===== config.mk =====
export PLATFORM = sky130hd
export DESIGN_NAME = teaching_machine_instruction_step_top_flat
export DESIGN_NICKNAME = d
export VERILOG_FILES = /design/src/tmis_pkg.sv /design/src/tmis_cmd_if.sv /design/src/tmis_rsp_if.sv /design/src/tmis_ram.sv /design/src/teaching_machine_instruction_step_top.sv /design/src/flat_wrapper.sv
export SDC_FILE = /design/constraint.sdc
export NUM_CORES = 2
export LEC_CHECK = 0
export BUFFER_PORTS_ARGS = -buffer_cell sky130_fd_sc_hd__buf_2
export CORE_ASPECT_RATIO = 1.1
export CORE_MARGIN = 1.5
export CORE_UTILIZATION = 45
export DETAILED_ROUTE_END_ITERATION = 6
export PLACE_DENSITY = 0.58
export SLEW_MARGIN = 20
export SYNTH_ARGS = -nofsm -noshare
export SYNTH_HDL_FRONTEND = slang
export SYNTH_SLANG_ARGS = --single-unit
export TNS_END_PERCENT = 50

===== constraint.sdc =====
create_clock -name clk -period 19 [get_ports clk]
set_input_delay 3.8 -clock clk [delete_from_list [all_inputs] [get_ports clk]]
set_output_delay 3.8 -clock clk [all_outputs]
set_load 0.1 [all_outputs]

===== src/tmis_pkg.sv =====
package tmis_pkg;

    localparam int DATA_W    = 8;
    localparam int MEM_DEPTH = 256;
    localparam int MEM_AW    = $clog2(MEM_DEPTH);
    localparam int REG_DEPTH = 16;
    localparam int REG_AW    = $clog2(REG_DEPTH);

    typedef enum logic [1:0] {
        CMD_WRITE   = 2'd0,
        CMD_READ    = 2'd1,
        CMD_RESTART = 2'd2,
        CMD_EXEC    = 2'd3
    } cmd_t;

    typedef enum logic [2:0] {
        ST_IDLE,
        ST_RDW,
        ST_F1,
        ST_F2,
        ST_X1,
        ST_X2,
        ST_FIN
    } state_t;

    localparam logic [3:0] OP_LOAD_MEM = 4'h1;
    localparam logic [3:0] OP_LOAD_IMM = 4'h2;
    localparam logic [3:0] OP_STORE    = 4'h3;
    localparam logic [3:0] OP_MOVE     = 4'h4;
    localparam logic [3:0] OP_ADD      = 4'h5;
    localparam logic [3:0] OP_OR       = 4'h7;
    localparam logic [3:0] OP_AND      = 4'h8;
    localparam logic [3:0] OP_XOR      = 4'h9;
    localparam logic [3:0] OP_ROTATE   = 4'hA;
    localparam logic [3:0] OP_JUMP     = 4'hB;
    localparam logic [3:0] OP_HALT     = 4'hC;

    localparam logic [MEM_AW-1:0] LAST_PC = 8'hFE;
    localparam logic [REG_AW-1:0] REG_ZERO = 4'h0;

    function automatic logic [DATA_W-1:0] rot_right(input logic [DATA_W-1:0] v,
                                                    input logic [2:0] n);
        logic [2*DATA_W-1:0] both;
        both = {v, v} >> n;
        return both[DATA_W-1:0];
    endfunction

endpackage


===== src/tmis_cmd_if.sv =====
interface tmis_cmd_if;
    import tmis_pkg::*;

    logic              valid;
    logic              ready;
    logic [1:0]        opcode;
    logic [MEM_AW-1:0] address;
    logic [DATA_W-1:0] write_data;

    modport source (output valid, output opcode, output address, output write_data,
                    input ready);
    modport sink   (input valid, input opcode, input address, input write_data,
                    output ready);
endinterface


===== src/tmis_rsp_if.sv =====
interface tmis_rsp_if;
    import tmis_pkg::*;

    logic              valid;
    logic              ready;
    logic [DATA_W-1:0] read_data;
    logic [MEM_AW-1:0] program_counter;
    logic              halted;

    modport source (output valid, output read_data, output program_counter,
                    output halted, input ready);
    modport sink   (input valid, input read_data, input program_counter,
                    input halted, output ready);
endinterface


===== src/tmis_ram.sv =====
module tmis_ram #(
    parameter int WIDTH = tmis_pkg::DATA_W,
    parameter int DEPTH = tmis_pkg::MEM_DEPTH
) (
    input  logic                     clk,
    input  logic                     we,
    input  logic [$clog2(DEPTH)-1:0] waddr,
    input  logic [WIDTH-1:0]         wdata,
    input  logic                     re,
    input  logic [$clog2(DEPTH)-1:0] raddr,
    output logic [WIDTH-1:0]         rdata
);
    logic [WIDTH-1:0] mem [DEPTH];

    always_ff @(posedge clk)
    begin
        if (we)
        begin
            mem[waddr] <= wdata;
        end
        if (re)
        begin
            rdata <= mem[raddr];
        end
    end
endmodule


===== src/teaching_machine_instruction_step_top.sv =====
// Teaching machine with a 256-byte memory, sixteen 8-bit registers, a program
// counter and a halt flag, driven one request at a time.
// The cmd channel carries opcode (write byte, read byte, restart, execute one
// instruction), address and write_data. Every request gives exactly one item
// on the result channel: read_data (the byte on a read, else zero), the
// program counter and the halt flag after the request.
// Requests are handled one at a time by a sequencer around two synchronous
// memories with registered read data, one for main memory and one for the registers.
// Write, restart and execute while halted go straight to ST_FIN; read passes
// ST_RDW; execute fetches the instruction bytes in ST_F1 and ST_F2, then goes
// to ST_FIN (load immediate, halt, no-op), through ST_X1 (one register or memory
// operand) or through ST_X1 and ST_X2 (two register operands). A memory port is
// read once per fetch byte and once per operand; the next request is taken in
// the cycle after its predecessor's result is loaded.
// A result waiting on a stalled receiver does not block acceptance; the
// sequencer waits only when it must load a new result into the occupied slot.
// Reset clears the counter, the halt flag and per-entry valid bits for both
// memories, so every byte and register reads as zero until written; there is
// no clearing pass. Restart clears counter, halt flag and register valid bits, not memory ones.
module teaching_machine_instruction_step_top (
    input logic       clk,
    input logic       rst_n,
    tmis_cmd_if.sink  cmd,
    tmis_rsp_if.source result
);
    import tmis_pkg::*;

    state_t state_reg, state_next;
    logic [MEM_AW-1:0] pc_reg, pc_next;
    logic              halt_reg, halt_next;
    logic [DATA_W-1:0] b0_reg, b0_next;
    logic [DATA_W-1:0] b1_reg, b1_next;
    logic [DATA_W-1:0] a_reg, a_next;
    logic [DATA_W-1:0] res_reg, res_next;

    logic [MEM_DEPTH-1:0] mem_valid_reg;
    logic [REG_DEPTH-1:0] reg_valid_reg;
    logic                 mem_rv_reg;
    logic                 reg_rv_reg;

    logic              out_valid_reg;
    logic [DATA_W-1:0] out_data_reg;
    logic [MEM_AW-1:0] out_pc_reg;
    logic              out_halt_reg;

    logic              mem_we, mem_re;
    logic [MEM_AW-1:0] mem_waddr, mem_raddr;
    logic [DATA_W-1:0] mem_wdata, mem_rdata, mem_data;
    logic              reg_we, reg_re, reg_clr;
    logic [REG_AW-1:0] reg_waddr, reg_raddr;
    logic [DATA_W-1:0] reg_wdata, reg_rdata, reg_data;

    logic              cmd_acc;
    logic              out_load;
    logic [3:0]        op;
    logic [REG_AW-1:0] r_idx;
    logic [MEM_AW-1:0] pc_adv;
    logic              halt_adv;

    tmis_ram #(.WIDTH(DATA_W), .DEPTH(MEM_DEPTH)) u_mem (
        .clk   (clk),
        .we    (mem_we),
        .waddr (mem_waddr),
        .wdata (mem_wdata),
        .re    (mem_re),
        .raddr (mem_raddr),
        .rdata (mem_rdata)
    );

    tmis_ram #(.WIDTH(DATA_W), .DEPTH(REG_DEPTH)) u_regs (
        .clk   (clk),
        .we    (reg_we),
        .waddr (reg_waddr),
        .wdata (reg_wdata),
        .re    (reg_re),
        .raddr (reg_raddr),
        .rdata (reg_rdata)
    );

    // Entries never written since reset (or restart, for registers) read as zero.
    assign mem_data = mem_rv_reg ? mem_rdata : '0;
    assign reg_data = reg_rv_reg ? reg_rdata : '0;

    assign cmd.ready = (state_reg == ST_IDLE);
    assign cmd_acc   = cmd.valid && cmd.ready;
    assign out_load  = (state_reg == ST_FIN) && (!out_valid_reg || result.ready);

    assign op       = b0_reg[7:4];
    assign r_idx    = b0_reg[3:0];
    assign pc_adv   = pc_reg + MEM_AW'(2);
    assign halt_adv = (pc_reg >= LAST_PC);

    always_comb
    begin
        state_next = state_reg;
        pc_next    = pc_reg;
        halt_next  = halt_reg;
        b0_next    = b0_reg;
        b1_next    = b1_reg;
        a_next     = a_reg;
        res_next   = res_reg;
        mem_we     = 1'b0;
        mem_waddr  = b1_reg;
        mem_wdata  = reg_data;
        mem_re     = 1'b0;
        mem_raddr  = pc_reg;
        reg_we     = 1'b0;
        reg_waddr  = r_idx;
        reg_wdata  = mem_data;
        reg_re     = 1'b0;
        reg_raddr  = r_idx;
        reg_clr    = 1'b0;

        unique case (state_reg)
            ST_IDLE:
            begin
                if (cmd_acc)
                begin
                    res_next = '0;
                    unique case (cmd_t'(cmd.opcode))
                        CMD_WRITE:
                        begin
                            mem_we     = 1'b1;
                            mem_waddr  = cmd.address;
                            mem_wdata  = cmd.write_data;
                            state_next = ST_FIN;
                        end
                        CMD_READ:
                        begin
                            mem_re     = 1'b1;
                            mem_raddr  = cmd.address;
                            state_next = ST_RDW;
                        end
                        CMD_RESTART:
                        begin
                            reg_clr    = 1'b1;
                            pc_next    = '0;
                            halt_next  = 1'b0;
                            state_next = ST_FIN;
                        end
                        CMD_EXEC:
                        begin
                            if (halt_reg)
                            begin
                                state_next = ST_FIN;
                            end
                            else
                            begin
                                mem_re     = 1'b1;
                                mem_raddr  = pc_reg;
                                state_next = ST_F1;
                            end
                        end
                        default:
                        begin
                            state_next = ST_FIN;
                        end
                    endcase
                end
            end
            ST_RDW:
            begin
                res_next   = mem_data;
                state_next = ST_FIN;
            end
            ST_F1:
            begin
                b0_next    = mem_data;
                mem_re     = 1'b1;
                mem_raddr  = pc_reg + MEM_AW'(1);
                state_next = ST_F2;
            end
            ST_F2:
            begin
                b1_next    = mem_data;
                state_next = ST_X1;
                if (op == OP_HALT && mem_data == '0)
                begin
                    halt_next  = 1'b1;
                    state_next = ST_FIN;
                end
                else
                begin
                    unique case (op)
                        OP_LOAD_MEM:
                        begin
                            mem_re    = 1'b1;
                            mem_raddr = mem_data;
                        end
                        OP_LOAD_IMM:
                        begin
                            reg_we     = 1'b1;
                            reg_wdata  = mem_data;
                            pc_next    = pc_adv;
                            halt_next  = halt_adv;
                            state_next = ST_FIN;
                        end
                        OP_STORE, OP_ROTATE, OP_JUMP:
                        begin
                            reg_re = 1'b1;
                        end
                        OP_MOVE, OP_ADD, OP_OR, OP_AND, OP_XOR:
                        begin
                            reg_re    = 1'b1;
                            reg_raddr = mem_data[7:4];
                        end
                        default:
                        begin
                            pc_next    = pc_adv;
                            halt_next  = halt_adv;
                            state_next = ST_FIN;
                        end
                    endcase
                end
            end
            ST_X1:
            begin
                a_next     = reg_data;
                state_next = ST_FIN;
                unique case (op)
                    OP_LOAD_MEM:
                    begin
                        reg_we    = 1'b1;
                        reg_wdata = mem_data;
                        pc_next   = pc_adv;
                        halt_next = halt_adv;
                    end
                    OP_STORE:
                    begin
                        mem_we    = 1'b1;
                        pc_next   = pc_adv;
                        halt_next = halt_adv;
                    end
                    OP_MOVE:
                    begin
                        reg_we    = 1'b1;
                        reg_waddr = b1_reg[3:0];
                        reg_wdata = reg_data;
                        pc_next   = pc_adv;
                        halt_next = halt_adv;
                    end
                    OP_ROTATE:
                    begin
                        reg_we    = 1'b1;
                        reg_wdata = rot_right(reg_data, b1_reg[2:0]);
                        pc_next   = pc_adv;
                        halt_next = halt_adv;
                    end
                    OP_ADD, OP_OR, OP_AND, OP_XOR:
                    begin
                        reg_re     = 1'b1;
                        reg_raddr  = b1_reg[3:0];
                        state_next = ST_X2;
                    end
                    OP_JUMP:
                    begin
                        reg_re     = 1'b1;
                        reg_raddr  = REG_ZERO;
                        state_next = ST_X2;
                    end
                    default:
                    begin
                        state_next = ST_FIN;
                    end
                endcase
            end
            ST_X2:
            begin
                state_next = ST_FIN;
                pc_next    = pc_adv;
                halt_next  = halt_adv;
                unique case (op)
                    OP_ADD:
                    begin
                        reg_we    = 1'b1;
                        reg_wdata = a_reg + reg_data;
                    end
                    OP_OR:
                    begin
                        reg_we    = 1'b1;
                        reg_wdata = a_reg | reg_data;
                    end
                    OP_AND:
                    begin
                        reg_we    = 1'b1;
                        reg_wdata = a_reg & reg_data;
                    end
                    OP_XOR:
                    begin
                        reg_we    = 1'b1;
                        reg_wdata = a_reg ^ reg_data;
                    end
                    OP_JUMP:
                    begin
                        // A taken jump skips the end-of-memory check.
                        if (a_reg == reg_data)
                        begin
                            pc_next   = b1_reg;
                            halt_next = halt_reg;
                        end
                    end
                    default:
                    begin
                        pc_next   = pc_reg;
                        halt_next = halt_reg;
                    end
                endcase
            end
            ST_FIN:
            begin
                if (out_load)
                begin
                    state_next = ST_IDLE;
                end
            end
            default:
            begin
                state_next = ST_IDLE;
            end
        endcase
    end

    always_ff @(posedge clk or negedge rst_n)
    begin
        if (!rst_n)
        begin
            state_reg     <= ST_IDLE;
            pc_reg        <= '0;
            halt_reg      <= 1'b0;
            mem_valid_reg <= '0;
            reg_valid_reg <= '0;
            mem_rv_reg    <= 1'b0;
            reg_rv_reg    <= 1'b0;
            out_valid_reg <= 1'b0;
        end
        else
        begin
            state_reg <= state_next;
            pc_reg    <= pc_next;
            halt_reg  <= halt_next;
            if (mem_we)
            begin
                mem_valid_reg[mem_waddr] <= 1'b1;
            end
            if (reg_clr)
            begin
                reg_valid_reg <= '0;
            end
            else if (reg_we)
            begin
                reg_valid_reg[reg_waddr] <= 1'b1;
            end
            if (mem_re)
            begin
                mem_rv_reg <= mem_valid_reg[mem_raddr];
            end
            if (reg_re)
            begin
                reg_rv_reg <= reg_valid_reg[reg_raddr];
            end
            if (out_load)
            begin
                out_valid_reg <= 1'b1;
            end
            else if (result.ready)
            begin
                out_valid_reg <= 1'b0;
            end
        end
    end

    always_ff @(posedge clk)
    begin
        b0_reg  <= b0_next;
        b1_reg  <= b1_next;
        a_reg   <= a_next;
        res_reg <= res_next;
        if (out_load)
        begin
            out_data_reg <= res_reg;
            out_pc_reg   <= pc_reg;
            out_halt_reg <= halt_reg;
        end
    end

    assign result.valid           = out_valid_reg;
    assign result.read_data       = out_data_reg;
    assign result.program_counter = out_pc_reg;
    assign result.halted          = out_halt_reg;

    a_restart_clears: assert property (@(posedge clk) disable iff (!rst_n)
        cmd_acc && cmd.opcode == CMD_RESTART |=> pc_reg == '0 && !halt_reg)
        else $error("restart did not clear counter and halt flag");

    a_halted_exec_stable: assert property (@(posedge clk) disable iff (!rst_n)
        cmd_acc && cmd.opcode == CMD_EXEC && halt_reg |=> $stable(pc_reg) && halt_reg)
        else $error("execute while halted changed the machine");

    a_halt_sticky: assert property (@(posedge clk) disable iff (!rst_n)
        halt_reg && !(cmd_acc && cmd.opcode == CMD_RESTART) |=> halt_reg)
        else $error("halt flag cleared without a restart");

    a_mem_single_access: assert property (@(posedge clk) disable iff (!rst_n)
        !(mem_we && mem_re))
        else $error("main memory read and written in the same cycle");

endmodule


===== src/flat_wrapper.sv =====
// flat-port wrapper written by rule: the top's interface ports become plain ports
module teaching_machine_instruction_step_top_flat import tmis_pkg::*;
  (clk, rst_n, cmd_valid, cmd_opcode, cmd_address, cmd_write_data, cmd_ready, result_valid, result_read_data, result_program_counter, result_halted, result_ready);
  tmis_cmd_if cmd_i ();
  tmis_rsp_if result_i ();
  input logic clk;
  input logic rst_n;
  input wire logic [$bits(cmd_i.valid)-1:0] cmd_valid;
  input wire logic [$bits(cmd_i.opcode)-1:0] cmd_opcode;
  input wire logic [$bits(cmd_i.address)-1:0] cmd_address;
  input wire logic [$bits(cmd_i.write_data)-1:0] cmd_write_data;
  output wire logic [$bits(cmd_i.ready)-1:0] cmd_ready;
  output wire logic [$bits(result_i.valid)-1:0] result_valid;
  output wire logic [$bits(result_i.read_data)-1:0] result_read_data;
  output wire logic [$bits(result_i.program_counter)-1:0] result_program_counter;
  output wire logic [$bits(result_i.halted)-1:0] result_halted;
  input wire logic [$bits(result_i.ready)-1:0] result_ready;
  assign cmd_i.valid = cmd_valid;
  assign cmd_i.opcode = cmd_opcode;
  assign cmd_i.address = cmd_address;
  assign cmd_i.write_data = cmd_write_data;
  assign cmd_ready = cmd_i.ready;
  assign result_valid = result_i.valid;
  assign result_read_data = result_i.read_data;
  assign result_program_counter = result_i.program_counter;
  assign result_halted = result_i.halted;
  assign result_i.ready = result_ready;
  teaching_machine_instruction_step_top u_core (.clk(clk), .rst_n(rst_n), .cmd(cmd_i), .result(result_i));
endmodule

==> results.md <==
Logic synthesis
• 64.9% — fraction of synthesized cell area taken by the top area cell type
• 12.4 sq um — Avg Cell Area, Syn
• 8400 — net count of the mapped netlist
• 8358 — number of standard cells after synthesis
• 0 — YS warnings
• 104000 sq um — cell area after synthesis
• sky130_fd_sc_hd__edfxtp_1 — post-synthesis cell type with the largest combined area
• 71.8% — sequential cell area fraction in the yosys report
• sky130_fd_sc_hd__edfxtp_1 — Top FF cell, synth
• 2241 — number of enable-type register cells in the synthesized netlist
• 11.4% — fraction of registers with async set/reset
• sky130_fd_sc_hd__edfxtp_1 (65%), sky130_fd_sc_hd__nand2_1 (7.7%), sky130_fd_sc_hd__dfrtp_1 (6.9%) — cells taking the most area after synthesis
• 2528 — total of flip-flops plus latches after synthesis
• 83 — distinct cell type count after synthesis

Clock tree
• 0 — total of hold buffers inserted after clock tree synthesis
• sky130_fd_sc_hd__clkbuf_16 — buffer type at the clock tree root
• 960 ps — clock latency at the later pin of the worst-skew pair
• 2528 — Clock Sinks
• 4 — clk buf depth
• 60 ps — clock transition at the registers of the reported paths
• 5 — Max H-tree Level
• 0 — post_cts resized
• 0 — number of buffers inserted to repair setup after CTS
• built — CTS tree
• 277 — Inserted Clock Buffers

Run status
• complete, no violations — result of the run

Route
• 0 — remaining number of nets flagged by the antenna check after routing
• 27.7 um — average routed wire per standard cell
• 320 mm — final wirelength
• 5.98 — Via-to-Cell Ratio
• 8615 — 1st-iter DRT viols
• 68969 — Via Count
• 0 — number of design rule violations left after detail routing
• 6 — number of detailed-route iterations in the first pass

Layout
• 11.4% — area growth from synthesis to layout
• 10.7% — share of layout cells above drive strength 1
• 8302 — # nets final
• 2048 — flip-flop count of the largest register after layout
• 116000 sq um — final std cell area, no fill
• 50.5% — Core Util, Final
• sky130_fd_sc_hd__edfxtp_1 (2241), sky130_fd_sc_hd__nand2_1 (2115), sky130_fd_sc_hd__nand3_1 (1041) — top library cells by usage in the layout, fill and taps aside
• sky130_fd_sc_hd__edfxtp_1 — most common library cell in the layout ignoring fill and taps

Placement
• 187 mm — Detailed Place HPWL
• 0.915 — Final Wtd Congestion
• 9130 ps — worst slack, placed
• 107000 sq um — instance area after placement
• 40 — count of port buffers added during placement

STA
• 19.6% — Worst slew margin
• 1210 ps — Worst Tran Pin Value
• 48.3% — post-route clock period utilization
• 0 — fin. max-slew vios
• 72.9 ps — worst clock skew
• 0.109 GHz — maximum clock frequency
• 9170 ps — clock period minus worst slack
• 0 — final hold violations
• 0 — # setup viols final
• 9830 ps — final worst setup slack
• no — setup repair after global routing missed its margin
• 0 ps — Final TNS setup

Die
• 45.3% — effective utilization at floorplan
• 507 um — Chip Height
• 184 — cell row count
• 229000 sq um — Placeable Area
• 41 — total I/O pin count
• 233000 sq um — area of the die
• 461 um — Die Width

Power
• 38.1% — sequential group share of total power
• 159 nW/um^2 — power density over the cells
• 33.7% — combinational group share of total power
• 0.0412 uW — leak pwr
• 0.270 mV — worst supply voltage drop on vdd
• 6990 uW — NetSw
• 11400 uW — Internal
• 18300 uW — Design Power
• 38.1% — switching part of the total
• 28.2% — Clk pwr share

Job
• 0 — number of maximum-capacitance constraint violations

Setup path
• 19710 ps — required arrival time at the worst endpoint
• primary input — startpoint types
• 174 — critical path fanouts, max
• in2reg — Worst Setup Path Type
• flop — crit path capture type
• 9880 ps — arrival time of the worst setup path

GRT
• 190 — largest net degree at the start of global routing
• 9 — number of antenna violations at the first check in global routing
• 27.0% — overall global routing resource usage
• 65494 — via count of the first global-routing pass
• 5.35% — met3 capacity usage during global routing
• 463 mm — global-route wire length before repair
• met2 — gr busiest metal
• 42.7% — met2 layer usage reported by global route
• 36.9% — met1 Use GR
• 0 — total congestion overflow after global routing

Min path
• reg2reg — Hold WC Path Type

## cells by family after synthesis
| family | Yosys count | share of synthesized area (%) |
|---|---|---|
| AOI/OAI and AO/OA | 865 | 5.69 |
| adders and majority gates | 20 | 0.249 |
| buffers and inverters | 591 | 2.44 |
| DFF | 2528 | 71.8 |
| muxes | 136 | 1.62 |
| and+or+nand+nor | 4218 | 18.2 |
## metal layers
layer | wire length (um) | share of wire (%)
met5 | 27 | 0.0085
met4 | 13000 | 4.1
met3 | 28100 | 8.8
met2 | 150000 | 47
met1 | 128000 | 40
## cell usage after synthesis, types with 42 or more instances
master,instances
sky130_fd_sc_hd__a211oi_1,83
sky130_fd_sc_hd__a21oi_1,146
sky130_fd_sc_hd__a311oi_1,42
sky130_fd_sc_hd__a31oi_1,164
sky130_fd_sc_hd__a32oi_1,69
sky130_fd_sc_hd__and3_1,166
sky130_fd_sc_hd__buf_1,49
sky130_fd_sc_hd__buf_2,216
sky130_fd_sc_hd__clkbuf_1,280
sky130_fd_sc_hd__dfrtp_1,287
sky130_fd_sc_hd__edfxtp_1,2241
sky130_fd_sc_hd__mux2i_1,109
sky130_fd_sc_hd__nand2_1,2131
sky130_fd_sc_hd__nand3_1,1041
sky130_fd_sc_hd__nand3b_1,44
sky130_fd_sc_hd__nand4_1,46
sky130_fd_sc_hd__nor2_1,381
sky130_fd_sc_hd__nor2b_1,48
sky130_fd_sc_hd__o21ai_0,110
sky130_fd_sc_hd__o22ai_1,43
sky130_fd_sc_hd__o31ai_1,46
sky130_fd_sc_hd__or2_2,249
## layout make-up
cell class	count	area, sq um
inverters	37	139
multi-input cells	5239	27100
well taps	3069	3840
clock buffers	381	7710
flip-flops and latches	2528	74500
clock inverters	101	842
fillers	19725	113000
repair buffers	177	1400
diodes	9	22.5
## critical path, cell delays in order
cell and delay, ps:
sky130_fd_sc_hd__buf_2 150, sky130_fd_sc_hd__nand3b_1 340, sky130_fd_sc_hd__o32ai_1 600, sky130_fd_sc_hd__a221o_4 700, sky130_fd_sc_hd__buf_4 700, sky130_fd_sc_hd__buf_12 750, sky130_fd_sc_hd__buf_12 490, sky130_fd_sc_hd__mux2i_1 270
sky130_fd_sc_hd__a211oi_1 90, sky130_fd_sc_hd__a31oi_1 180, sky130_fd_sc_hd__o22ai_1 100, sky130_fd_sc_hd__o31ai_1 740, sky130_fd_sc_hd__a221oi_1 220, sky130_fd_sc_hd__a31o_2 260
## power by group through the flow
stage	sequential, uW	clock (uW)	combinational [uW]
global route	7000	5430	6600
CTS	6980	5220	6140
global placement	7090	0	6070
floorplan	7550	0	3740
detailed placement	7100	0	6120
finish	6990	5160	6180
## per-stage QoR
stage | hold slack (ps) | std cells
2_1_floorplan | 400 | 8358
3_3_place_gp | 406 | 11050
3_5_place_dp | 406 | 11050
4_1_cts | 421 | 11532
5_1_grt | 427 | 11533
6_report | 418 | 11541
## path summary, 6_finish.rpt
| kind | endpoint | cells after the start | from | slack, ps |
|---|---|---|---|---|
| min reg2reg | u_core.result.read_data[1] | 0 | u_core.res_reg[1] | 420 |
| max | u_core.u_mem.rdata[0] | 14 | cmd_opcode[1] | 9830 |
| min | u_core.result.read_data[1] | 0 | u_core.res_reg[1] | 420 |
| min in group asynchronous | u_core.result.valid | 1 | rst_n | 2880 |
| max in group asynchronous | u_core.mem_valid_reg[244] | 3 | rst_n | 13930 |
| max reg2reg | u_core.u_mem.rdata[0] | 14 | u_core.state_reg[0] | 11700 |
No activity file was read; power rests on OpenSTA's default activity.
